File: config.mk
export PLATFORM = sky130hd
export DESIGN_NAME = four_level_page_table_walker_unit_flat
export DESIGN_NICKNAME = d
export VERILOG_FILES = /design/src/rtl/ptw_pkg.sv /design/src/rtl/ptw_if.sv /design/src/rtl/ptw_front.sv /design/src/rtl/ptw_queue.sv /design/src/rtl/ptw_back.sv /design/src/rtl/four_level_page_table_walker_unit.sv /design/src/flat_wrapper.sv
export SDC_FILE = /design/constraint.sdc
export NUM_CORES = 1
export LEC_CHECK = 0
export ABC_CLOCK_PERIOD_IN_PS = 9600
export BUFFER_PORTS_ARGS = -buffer_cell sky130_fd_sc_hd__buf_2
export CAP_MARGIN = 15
export CORE_MARGIN = 5
export CORE_UTILIZATION = 46
export CTS_CLUSTER_DIAMETER = 120
export CTS_CLUSTER_SIZE = 24
export DETAILED_ROUTE_END_ITERATION = 8
export GPL_TIMING_DRIVEN = 0
export HOLD_SLACK_MARGIN = 0.1
export PLACE_DENSITY_LB_ADDON = 0.05
export SLEW_MARGIN = 10
export SYNTH_ARGS = -nofsm -noshare
export SYNTH_HDL_FRONTEND = slang
export SYNTH_HIERARCHICAL = 1
export SYNTH_SLANG_ARGS = --single-unit
File: constraint.sdc
create_clock -name clk_i -period 9.6 [get_ports clk_i]
set_input_delay 1.92 -clock clk_i [delete_from_list [all_inputs] [get_ports clk_i]]
set_output_delay 1.92 -clock clk_i [all_outputs]
set_load 0.02 [all_outputs]
File: src/rtl/ptw_pkg.sv
// Shared types and helpers of the four-level page table walker.
`default_nettype none
package ptw_pkg;

  localparam int unsigned VaWidth    = 48;
  localparam int unsigned PaWidth    = 52;
  localparam int unsigned EntryWidth = 64;
  localparam int unsigned FrameWidth = 40;
  localparam int unsigned IdxWidth   = 9;
  localparam int unsigned PageShift  = 12;
  localparam int unsigned PresentBit = 0;
  localparam int unsigned PsBit      = 7;

  typedef enum logic {
    OpStart    = 1'b0,
    OpResponse = 1'b1
  } op_e;

  typedef enum logic {
    KindRead   = 1'b0,
    KindFinish = 1'b1
  } kind_e;

  typedef enum logic [1:0] {
    Level1 = 2'd0,
    Level2 = 2'd1,
    Level3 = 2'd2,
    Level4 = 2'd3
  } level_e;

  // Classified transaction handed from the front to the back through the queue.
  typedef struct packed {
    logic                  is_start;
    logic                  fault;
    logic                  ps_set;
    logic [VaWidth-1:0]    virt_addr;
    logic [FrameWidth-1:0] table_base;
  } item_t;

  typedef struct packed {
    logic full;
    logic empty;
  } queue_status_t;

  // Nine-bit table index of a virtual address for a level.
  function automatic logic [IdxWidth-1:0] level_index(input logic [VaWidth-1:0] va,
                                                      input level_e lvl);
    logic [IdxWidth-1:0] idx;
    unique case (lvl)
      Level4:  idx = va[47:39];
      Level3:  idx = va[38:30];
      Level2:  idx = va[29:21];
      default: idx = va[20:12];
    endcase
    return idx;
  endfunction

endpackage
`default_nettype wire

File: src/rtl/ptw_if.sv
// Valid/ready channel interfaces for walker input and output transactions.
`default_nettype none
interface ptw_in_if;
  logic                               valid;
  logic                               ready;
  logic                               operation;
  logic [ptw_pkg::VaWidth-1:0]        virt_addr;
  logic [ptw_pkg::PaWidth-1:0]        root_table;
  logic [ptw_pkg::EntryWidth-1:0]     entry_data;
  logic                               read_ok;

  modport source (output valid, operation, virt_addr, root_table, entry_data, read_ok,
                  input ready);
  modport sink (input valid, operation, virt_addr, root_table, entry_data, read_ok,
                output ready);
endinterface

interface ptw_out_if;
  logic                               valid;
  logic                               ready;
  logic                               kind;
  logic [ptw_pkg::PaWidth-1:0]        read_addr;
  logic [ptw_pkg::FrameWidth-1:0]     frame;
  logic                               fault;
  logic                               large_page;

  modport source (output valid, kind, read_addr, frame, fault, large_page, input ready);
  modport sink (input valid, kind, read_addr, frame, fault, large_page, output ready);
endinterface
`default_nettype wire

File: src/rtl/ptw_front.sv
// Front end: accepts input transactions and classifies them for the queue.
`default_nettype none
module ptw_front (
  ptw_in_if.sink                 in_i,
  input  ptw_pkg::queue_status_t status_i,
  output logic                   push_o,
  output ptw_pkg::item_t         item_o
);

  logic is_start;

  assign is_start   = (in_i.operation == ptw_pkg::OpStart);
  assign in_i.ready = !status_i.full;
  assign push_o     = in_i.valid && !status_i.full;

  always_comb begin
    item_o.is_start  = is_start;
    item_o.fault     = !in_i.read_ok || !in_i.entry_data[ptw_pkg::PresentBit];
    item_o.ps_set    = in_i.entry_data[ptw_pkg::PsBit];
    item_o.virt_addr = in_i.virt_addr;
    // The table base drops the low 12 bits of either the root or the entry.
    if (is_start) begin
      item_o.table_base = in_i.root_table[ptw_pkg::PaWidth-1:ptw_pkg::PageShift];
    end else begin
      item_o.table_base = in_i.entry_data[ptw_pkg::PaWidth-1:ptw_pkg::PageShift];
    end
  end

endmodule
`default_nettype wire

File: src/rtl/ptw_queue.sv
// Two-entry queue between the walker front end and back end.
`default_nettype none
module ptw_queue (
  input  logic                   clk_i,
  input  logic                   rst_ni,
  input  logic                   push_i,
  input  ptw_pkg::item_t         item_i,
  input  logic                   pop_i,
  output ptw_pkg::item_t         head_o,
  output ptw_pkg::queue_status_t status_o
);

  ptw_pkg::item_t mem_q [2];
  logic       wr_ptr_q, wr_ptr_d;
  logic       rd_ptr_q, rd_ptr_d;
  logic [1:0] count_q, count_d;
  logic       do_push, do_pop;

  assign status_o.full  = (count_q == 2'd2);
  assign status_o.empty = (count_q == 2'd0);
  assign do_push = push_i && !status_o.full;
  assign do_pop  = pop_i && !status_o.empty;
  assign head_o  = mem_q[rd_ptr_q];

  always_comb begin
    wr_ptr_d = do_push ? !wr_ptr_q : wr_ptr_q;
    rd_ptr_d = do_pop ? !rd_ptr_q : rd_ptr_q;
    count_d  = count_q + {1'b0, do_push} - {1'b0, do_pop};
  end

  always_ff @(posedge clk_i or negedge rst_ni) begin
    if (!rst_ni) begin
      wr_ptr_q <= 1'b0;
      rd_ptr_q <= 1'b0;
      count_q  <= 2'd0;
    end else begin
      wr_ptr_q <= wr_ptr_d;
      rd_ptr_q <= rd_ptr_d;
      count_q  <= count_d;
    end
  end

  always_ff @(posedge clk_i) begin
    if (do_push) begin
      mem_q[wr_ptr_q] <= item_i;
    end
  end

endmodule
`default_nettype wire

File: src/rtl/ptw_back.sv
// Back end: walk state and registered result transactions.
`default_nettype none
module ptw_back (
  input  logic                   clk_i,
  input  logic                   rst_ni,
  input  ptw_pkg::queue_status_t status_i,
  input  ptw_pkg::item_t         head_i,
  output logic                   pop_o,
  ptw_out_if.source              out_o
);

  logic                                 walking_q, walking_d;
  ptw_pkg::level_e                      level_q, level_d;
  logic [ptw_pkg::VaWidth-1:0]          va_q, va_d;
  logic                                 valid_q, valid_d;
  ptw_pkg::kind_e                       kind_q, kind_d;
  logic [ptw_pkg::PaWidth-1:0]          addr_q, addr_d;
  logic [ptw_pkg::FrameWidth-1:0]       frame_q, frame_d;
  logic                                 fault_q, fault_d;
  logic                                 large_q, large_d;
  logic                                 take, emit;
  ptw_pkg::level_e                      next_level;

  assign take = !status_i.empty && (!valid_q || out_o.ready);
  assign pop_o = take;
  assign next_level = ptw_pkg::level_e'(level_q - 2'd1);

  always_comb begin
    walking_d = walking_q;
    level_d   = level_q;
    va_d      = va_q;
    emit      = 1'b0;
    kind_d    = ptw_pkg::KindRead;
    addr_d    = '0;
    frame_d   = '0;
    fault_d   = 1'b0;
    large_d   = 1'b0;
    if (take) begin
      if (head_i.is_start) begin
        if (!walking_q) begin
          walking_d = 1'b1;
          va_d      = head_i.virt_addr;
          level_d   = ptw_pkg::Level4;
          emit      = 1'b1;
          addr_d    = {head_i.table_base,
                       ptw_pkg::level_index(head_i.virt_addr, ptw_pkg::Level4), 3'b000};
        end
      end else if (walking_q) begin
        emit = 1'b1;
        priority if (head_i.fault) begin
          walking_d = 1'b0;
          kind_d    = ptw_pkg::KindFinish;
          fault_d   = 1'b1;
        end else if (level_q == ptw_pkg::Level2 && head_i.ps_set) begin
          walking_d = 1'b0;
          kind_d    = ptw_pkg::KindFinish;
          large_d   = 1'b1;
          frame_d   = {head_i.table_base[ptw_pkg::FrameWidth-1:9], va_q[20:12]};
        end else if (level_q == ptw_pkg::Level1) begin
          walking_d = 1'b0;
          kind_d    = ptw_pkg::KindFinish;
          frame_d   = head_i.table_base;
        end else begin
          level_d = next_level;
          addr_d  = {head_i.table_base, ptw_pkg::level_index(va_q, next_level), 3'b000};
        end
      end
    end
    valid_d = take ? emit : (valid_q && !out_o.ready);
  end

  always_ff @(posedge clk_i or negedge rst_ni) begin
    if (!rst_ni) begin
      walking_q <= 1'b0;
      level_q   <= ptw_pkg::Level1;
      va_q      <= '0;
      valid_q   <= 1'b0;
      kind_q    <= ptw_pkg::KindRead;
      addr_q    <= '0;
      frame_q   <= '0;
      fault_q   <= 1'b0;
      large_q   <= 1'b0;
    end else begin
      walking_q <= walking_d;
      level_q   <= level_d;
      va_q      <= va_d;
      valid_q   <= valid_d;
      if (take && emit) begin
        kind_q  <= kind_d;
        addr_q  <= addr_d;
        frame_q <= frame_d;
        fault_q <= fault_d;
        large_q <= large_d;
      end
    end
  end

  assign out_o.valid      = valid_q;
  assign out_o.kind       = kind_q;
  assign out_o.read_addr  = addr_q;
  assign out_o.frame      = frame_q;
  assign out_o.fault      = fault_q;
  assign out_o.large_page = large_q;

endmodule
`default_nettype wire

File: src/rtl/four_level_page_table_walker_unit.sv
// Top level of the four-level page table walker.
//
// The walker takes transactions on in_i: a start (operation 0) carries the
// virtual address and root table address, a response (operation 1) carries
// the entry read from memory and its success flag. Each accepted start while
// idle, and each response while walking, yields exactly one transaction on
// out_o: either a read request for the next entry or a finished translation
// with frame, fault and large-page flags. Starts while walking and responses
// while idle are dropped without a result.
// The front end classifies each transaction and pushes it into a two-entry
// queue; the back end owns the walk state and a registered output stage.
// Throughput, while out_o.ready is high, is one transaction per cycle, set by the
// back end retiring one queue entry per cycle into the registered output stage.
// When the receiver holds out_o.ready low, the back end stops popping, the
// queue fills and in_i.ready drops once both entries are occupied.
// Reset (rst_ni low) empties the queue, drops any pending result and returns
// the walker to idle.
`default_nettype none
module four_level_page_table_walker_unit (
  input  logic       clk_i,
  input  logic       rst_ni,
  ptw_in_if.sink     in_i,
  ptw_out_if.source  out_o
);

  ptw_pkg::queue_status_t status;
  ptw_pkg::item_t         push_item;
  ptw_pkg::item_t         head_item;
  logic                   push;
  logic                   pop;

  // Classification happens in the same cycle a transaction is accepted.
  ptw_front u_front (
    .in_i     (in_i),
    .status_i (status),
    .push_o   (push),
    .item_o   (push_item)
  );

  // The queue decouples acceptance from the walk so either side can stall.
  ptw_queue u_queue (
    .clk_i    (clk_i),
    .rst_ni   (rst_ni),
    .push_i   (push),
    .item_i   (push_item),
    .pop_i    (pop),
    .head_o   (head_item),
    .status_o (status)
  );

  // The back end advances the walk and registers at most one result per entry.
  ptw_back u_back (
    .clk_i    (clk_i),
    .rst_ni   (rst_ni),
    .status_i (status),
    .head_i   (head_item),
    .pop_o    (pop),
    .out_o    (out_o)
  );

endmodule
`default_nettype wire

File: src/flat_wrapper.sv
// flat-port wrapper written by rule: the top's interface ports become plain ports
module four_level_page_table_walker_unit_flat 
  (clk_i, rst_ni, in_i_valid, in_i_operation, in_i_virt_addr, in_i_root_table, in_i_entry_data, in_i_read_ok, in_i_ready, out_o_valid, out_o_kind, out_o_read_addr, out_o_frame, out_o_fault, out_o_large_page, out_o_ready);
  ptw_in_if in_i_i ();
  ptw_out_if out_o_i ();
  input  logic clk_i;
  input  logic rst_ni;
  input wire logic [$bits(in_i_i.valid)-1:0] in_i_valid;
  input wire logic [$bits(in_i_i.operation)-1:0] in_i_operation;
  input wire logic [$bits(in_i_i.virt_addr)-1:0] in_i_virt_addr;
  input wire logic [$bits(in_i_i.root_table)-1:0] in_i_root_table;
  input wire logic [$bits(in_i_i.entry_data)-1:0] in_i_entry_data;
  input wire logic [$bits(in_i_i.read_ok)-1:0] in_i_read_ok;
  output wire logic [$bits(in_i_i.ready)-1:0] in_i_ready;
  output wire logic [$bits(out_o_i.valid)-1:0] out_o_valid;
  output wire logic [$bits(out_o_i.kind)-1:0] out_o_kind;
  output wire logic [$bits(out_o_i.read_addr)-1:0] out_o_read_addr;
  output wire logic [$bits(out_o_i.frame)-1:0] out_o_frame;
  output wire logic [$bits(out_o_i.fault)-1:0] out_o_fault;
  output wire logic [$bits(out_o_i.large_page)-1:0] out_o_large_page;
  input wire logic [$bits(out_o_i.ready)-1:0] out_o_ready;
  assign in_i_i.valid = in_i_valid;
  assign in_i_i.operation = in_i_operation;
  assign in_i_i.virt_addr = in_i_virt_addr;
  assign in_i_i.root_table = in_i_root_table;
  assign in_i_i.entry_data = in_i_entry_data;
  assign in_i_i.read_ok = in_i_read_ok;
  assign in_i_ready = in_i_i.ready;
  assign out_o_valid = out_o_i.valid;
  assign out_o_kind = out_o_i.kind;
  assign out_o_read_addr = out_o_i.read_addr;
  assign out_o_frame = out_o_i.frame;
  assign out_o_fault = out_o_i.fault;
  assign out_o_large_page = out_o_i.large_page;
  assign out_o_i.ready = out_o_ready;
  four_level_page_table_walker_unit u_core (.clk_i(clk_i), .rst_ni(rst_ni), .in_i(in_i_i), .out_o(out_o_i));
endmodule
==> results of run 1 <==
[power by group through the flow]
| stage | Sequential [W] | Combinational (W) | Clock [W] |
|---|---|---|---|
| floorplan | 0.00192 | 0.00108 | 0 |
| detailed placement | 0.00188 | 0.00163 | 0 |
| finish | 0.00185 | 0.00161 | 0.000733 |
| global route | 0.00189 | 0.00176 | 0.000802 |
| CTS | 0.00186 | 0.00164 | 0.000763 |
| global placement | 0.00190 | 0.00155 | 0 |
[flip-flops by register name, summed over array words and instances, names as in the netlist, 2 cells and up]
register,count
u_core/u_back/out_o.frame,40
u_core/u_back/out_o.read_addr,49
u_core/u_queue/mem_q,158
u_core/u_back/va_q,36
u_core/u_queue/count_q,2
u_core/u_back/level_q,2
[layer usage]
metal,vias to the layer above,global-route usage (%),share of wire [%]
li1,3192,-,-
met1,3470,24.9,45
met2,201,28.5,47
met3,35,3.31,5.9
met4,0,3.67,2.0
met5,-,0,0
[worst register-to-register path: cells and delay by family (launching register included)]
family,cells,cell delay [ps]
muxes,1,370
and+or+nand+nor,2,710
buffers and inverters,4,900
adders and majority gates,1,190
AOI/OAI and AO/OA,1,190
DFF,1,370
[stage by stage]
step | instance area, um^2 | setup slack [ps] | utilization (%) | power (W)
finish | 14500 | 6290 | 53.9 | 0.00419
global route | 14500 | 6180 | 53.9 | 0.00444
CTS | 14500 | 6270 | 53.9 | 0.00426
detailed placement | 14100 | 6040 | 52.1 | 0.00352
global placement | 13900 | 1480 | 51.6 | 0.00345
floorplan | 12600 | 3620 | - | 0.00300
[worst paths after layout]
path                            depth (start not counted)                       from                                end
worst min-delay path                                    2  u_core/u_back/out_o.fault          u_core/u_back/out_o.fault
worst min register to register                          2  u_core/u_back/out_o.fault          u_core/u_back/out_o.fault
worst max-delay path                                    4  u_core/u_queue/count_q[0]                         in_i_ready
min in group asynchronous                               1                     rst_ni             u_core/u_back/va_q[31]
worst max register to register                          9    u_core/u_queue/rd_ptr_q      u_core/u_back/out_o.frame[32]
max in group asynchronous                               2                     rst_ni  u_core/u_back/out_o.read_addr[43]
[final cells by class]
cell class,count,area (um^2),area share [%]
repair buffers,184,1030,7.10
multi-input cells,368,3710,25.5
clock buffers,27,463,3.19
well taps,341,427,2.94
flip-flops and latches,294,8150,56.1
plain buffers,84,699,4.81
clock inverters,1,20.0,0.138
inverters,10,37.5,0.258
==> impl_metrics.toml, run 1 <==
[setup_path]
arrival_ps = 1390
r2r_slack_ps = 6800
cp_slowest_cell = "dfrtp_1"
worst-path-max-fanout = 3
worstSetupPathType = "reg -> out"
critical_path_buf_inv_count = 3
end_kind = "primary output"
cp_top_family = "flip-flops"
path_cells = "nand2b_1 > inv_1 > inv_1 > buf_2"
required_ps = 7680
max_stage_delay_ps = 400
startpoint_type = "register"
cp_common_cell = "inv_1"

[floorplan]
die_w_um = 175
core_um2 = 27000
rows = 60
die_h_um = 175
ios = 267
dieArea_um2 = 30700
start_util_pct = 46.6

[power_and_ir_drop]
p_sw_w = 0.00144
p_leak_nw = 6.54
p_clk_share_pct = 17.5
powerDensity_nw_per_um2 = 289
ir_drop_uv = 156
p_comb_share_pct = 38.4
swShare_pct = 34.4
intPower_w = 0.00275
p_seq_share_pct = 44.2

[timing]
relSlewSlack_pct = 54.9
finalHoldViolations = 0
report.final.slew_viol_count = 0
holdWs_ps = 482
finalCritPeriodShare_pct = 34.5
rsz0062_at_grt = "false"
fmax_mhz = 302
period_minus_slack_ps = 3310
fin_skew_ps = 34.4
setup_viol = 0
tightest_slew_ps = 677
tns_ps = 0

[cells_and_area]
final_common_cell = "buf_2"
fill_cells = 2234
syn_to_final_growth_pct = 15.6
antennaDiodeCount = 0
final_cell_mix = "194 x buf_2, 158 x edfxtp_1, 136 x dfrtp_1"
final_nets = 1138
drive_gt1_share_pct = 41.4
fin_cells = 1309

[global_route]
grt_pass1_vias = 7443
grt_pass1_wl_um = 42600
grt_max_degree = 93
grt-ovfl-total = 0
antenna_found_initial = 0
grtUsageTotal_pct = 17.5

[clocking]
clockBufferDepth = 3
insertion_delay_ps = 510
cts_setup_buffers = 0
cts_resized = 0
postCtsHoldBufs = 0
path_clk_slew_ps = 100
cts.sink_count = 294
cts_tree = "done"
cts_htree_levels = 1
cts_root_buf = "clkbuf_16"
numCtsBuffers = 16

[route]
wl_per_cell_um = 20.8
drtIter0Drc = 406
vias = 6898
firstDrtPassIters = 5
route.detailed.drc = 0
viasPerCell = 5.27
finalWirelength_um = 27300
drt.antenna.violating_nets = 0

[hold_path]
hp-class = "reg -> reg"

[place]
io_buffers = 179
dp_cells = 1281
dp.final_hpwl_um = 20200
gp_congestion = 0.797

[run_status]
status = "finished clean"

[logic_synthesis]
syn_area_um2 = 12600
synth_cells = 754
ys_warn_count = 6
synth.avg_cell_area_um2 = 16.7

[flow_run]
maxCapViolations = 0
Power figures use the tool's default switching activity.
==> run 2: changes to the inputs <==
ABC_CLOCK_PERIOD_IN_PS = 2800   (was 9600)
clock period = 2.8 ns   (was 9.6 ns; I/O delays follow)
==> impl_metrics.toml, run 2 (synthesis gave the netlist of run 1 again) <==
[clocking]
cts_tree = "done"
cts.sink_count = 294
cts_htree_levels = 1
path_clk_slew_ps = 100
numCtsBuffers = 16
cts_root_buf = "clkbuf_16"
clockBufferDepth = 3
insertion_delay_ps = 500

[cells_and_area]
final_common_cell = "buf_2"
largest_register_ff_count = 158
drive_gt1_share_pct = 41.5
final_nets = 1139
syn_to_final_growth_pct = 15.7
final_util_pct = 54.0
final_cell_mix = "194 x buf_2, 158 x edfxtp_1, 136 x dfrtp_1"
antennaDiodeCount = 0
fin_cells = 1310
largest_register = "u_core/u_queue/mem_q"

[power_and_ir_drop]
p_comb_share_pct = 38.5
p_leak_nw = 6.55
p_seq_share_pct = 44.1
p_sw_w = 0.00496
powerDensity_nw_per_um2 = 989
ir_drop_uv = 462
intPower_w = 0.00943
p_clk_share_pct = 17.4
swShare_pct = 34.5

[floorplan]
core_um2 = 27000
start_util_pct = 46.6
dieArea_um2 = 30700
die_w_um = 175
ios = 267
rows = 60
die_h_um = 175

[place]
io_buffers = 179
dp.final_hpwl_um = 20200
dp_slack_ps = 19.5
dp_cells = 1281
gp_congestion = 0.825

[timing]
finalCritPeriodShare_pct = 99.1
setup_ws_ps = 25.8
finalHoldViolations = 0
period_minus_slack_ps = 2770
setup_viol = 0
rsz0062_at_grt = "true"
fmax_mhz = 360
relSlewSlack_pct = 54.1
fin_skew_ps = 21.6
tightest_slew_ps = 689
report.final.slew_viol_count = 0

[route]
drt.antenna.violating_nets = 0
drtIter0Drc = 467
route.detailed.drc = 0
firstDrtPassIters = 5
wl_per_cell_um = 20.8
finalWirelength_um = 27300
viasPerCell = 5.26
vias = 6896

[hold_path]
hp-class = "in -> reg"

[global_route]
grt_max_degree = 76
grt_pass1_wl_um = 42200
grt-ovfl-total = 0
grtUsageTotal_pct = 17.4
antenna_found_initial = 0
grt_pass1_vias = 7477

[setup_path]
required_ps = 3210
worst-path-max-fanout = 10
end_kind = "register"
worstSetupPathType = "reg -> reg"
startpoint_type = "register"
arrival_ps = 3190

[run_status]
status = "finished clean"

[flow_run]
maxCapViolations = 0
[run 2: cell types whose count changed in the layout (fill, tap and decap cells not counted)]
cell | before | now
buf_12 | 13 | 14
buf_16 | 4 | 3
clkbuf_1 | 19 | 18
clkbuf_2 | 0 | 1
dlygate4sd3_1 | 0 | 1
nor4_2 | 1 | 0
nor4_4 | 0 | 1
[run 2: final timing paths]
kind / start / to / cells after the start / slack (ps)
min in group asynchronous: rst_ni / u_core/u_back/va_q[30] / 2 / 630
hold / removal: in_i_virt_addr[24] / u_core/u_queue/mem_q[0][64] / 1 / 230
setup / recovery: u_core/u_queue/rd_ptr_q / u_core/u_back/out_o.read_addr[8] / 10 / 30
max in group asynchronous: rst_ni / u_core/u_back/out_o.read_addr[29] / 3 / 1370
setup reg to reg: u_core/u_queue/rd_ptr_q / u_core/u_back/out_o.read_addr[8] / 10 / 30
hold reg to reg: u_core/u_back/out_o.large_page / u_core/u_back/out_o.large_page / 2 / 490
[run 2: area by class of cell]
| type | instances | area, um^2 |
|---|---|---|
| plain buffers | 84 | 701 |
| clock buffers | 27 | 463 |
| clock inverters | 1 | 20.0 |
| fillers | 2225 | 12400 |
| inverters | 10 | 37.5 |
| multi-input cells | 368 | 3720 |
| flip-flops and latches | 294 | 8150 |
| well taps | 341 | 427 |
| repair buffers | 185 | 1030 |
[run 2: critical path, stage by stage (launching register included)]
cell and delay [ps]:
dfrtp_1 370, buf_6 260, buf_12 190, mux2_4 360, inv_2 70, ha_1 270, nand3_4 170, buf_2 320
buf_1 450, nand2_1 120, o211ai_1 100
[run 2: power groups by stage]
| stage | combinational, W | clock [W] | sequential [W] |
|---|---|---|---|
| after global placement | 0.00533 | 0 | 0.00645 |
| after detailed placement | 0.00559 | 0 | 0.00644 |
| after global routing | 0.00600 | 0.00278 | 0.00645 |
| final | 0.00554 | 0.00251 | 0.00635 |
| after CTS | 0.00561 | 0.00262 | 0.00636 |
| after floorplan | 0.00371 | 0 | 0.00655 |
[run 2: repair_timing]
item,in CTS,in global routing
buffers inserted,0,0
resized for setup,1,2
hold buffers,1,0
setup endpoints to repair,2,40
pin swaps,0,0
hold endpoints to repair,61,0
[run 2: stage by stage]
step                      setup TNS [ps]  power [W]  instance area, um^2  hold WS [ps]
final                                  0     0.0144                14500           234
after global routing               -2630     0.0152                14500           199
after CTS                              0     0.0146                14500           205
after detailed placement               0     0.0120                14000           461
after global placement           -126570     0.0118                13900           455
after floorplan                        0     0.0103                12600           264
[run 2: per-layer routing]
| metal | up-vias | routed length [um] | global-route usage [%] |
|---|---|---|---|
| li1 | 3185 | - | - |
| met3 | 32 | 1680 | 3.75 |
| met1 | 3470 | 12100 | 24.3 |
| met5 | - | 0 | 0 |
| met4 | 0 | 421 | 3.27 |
| met2 | 209 | 13100 | 28.6 |
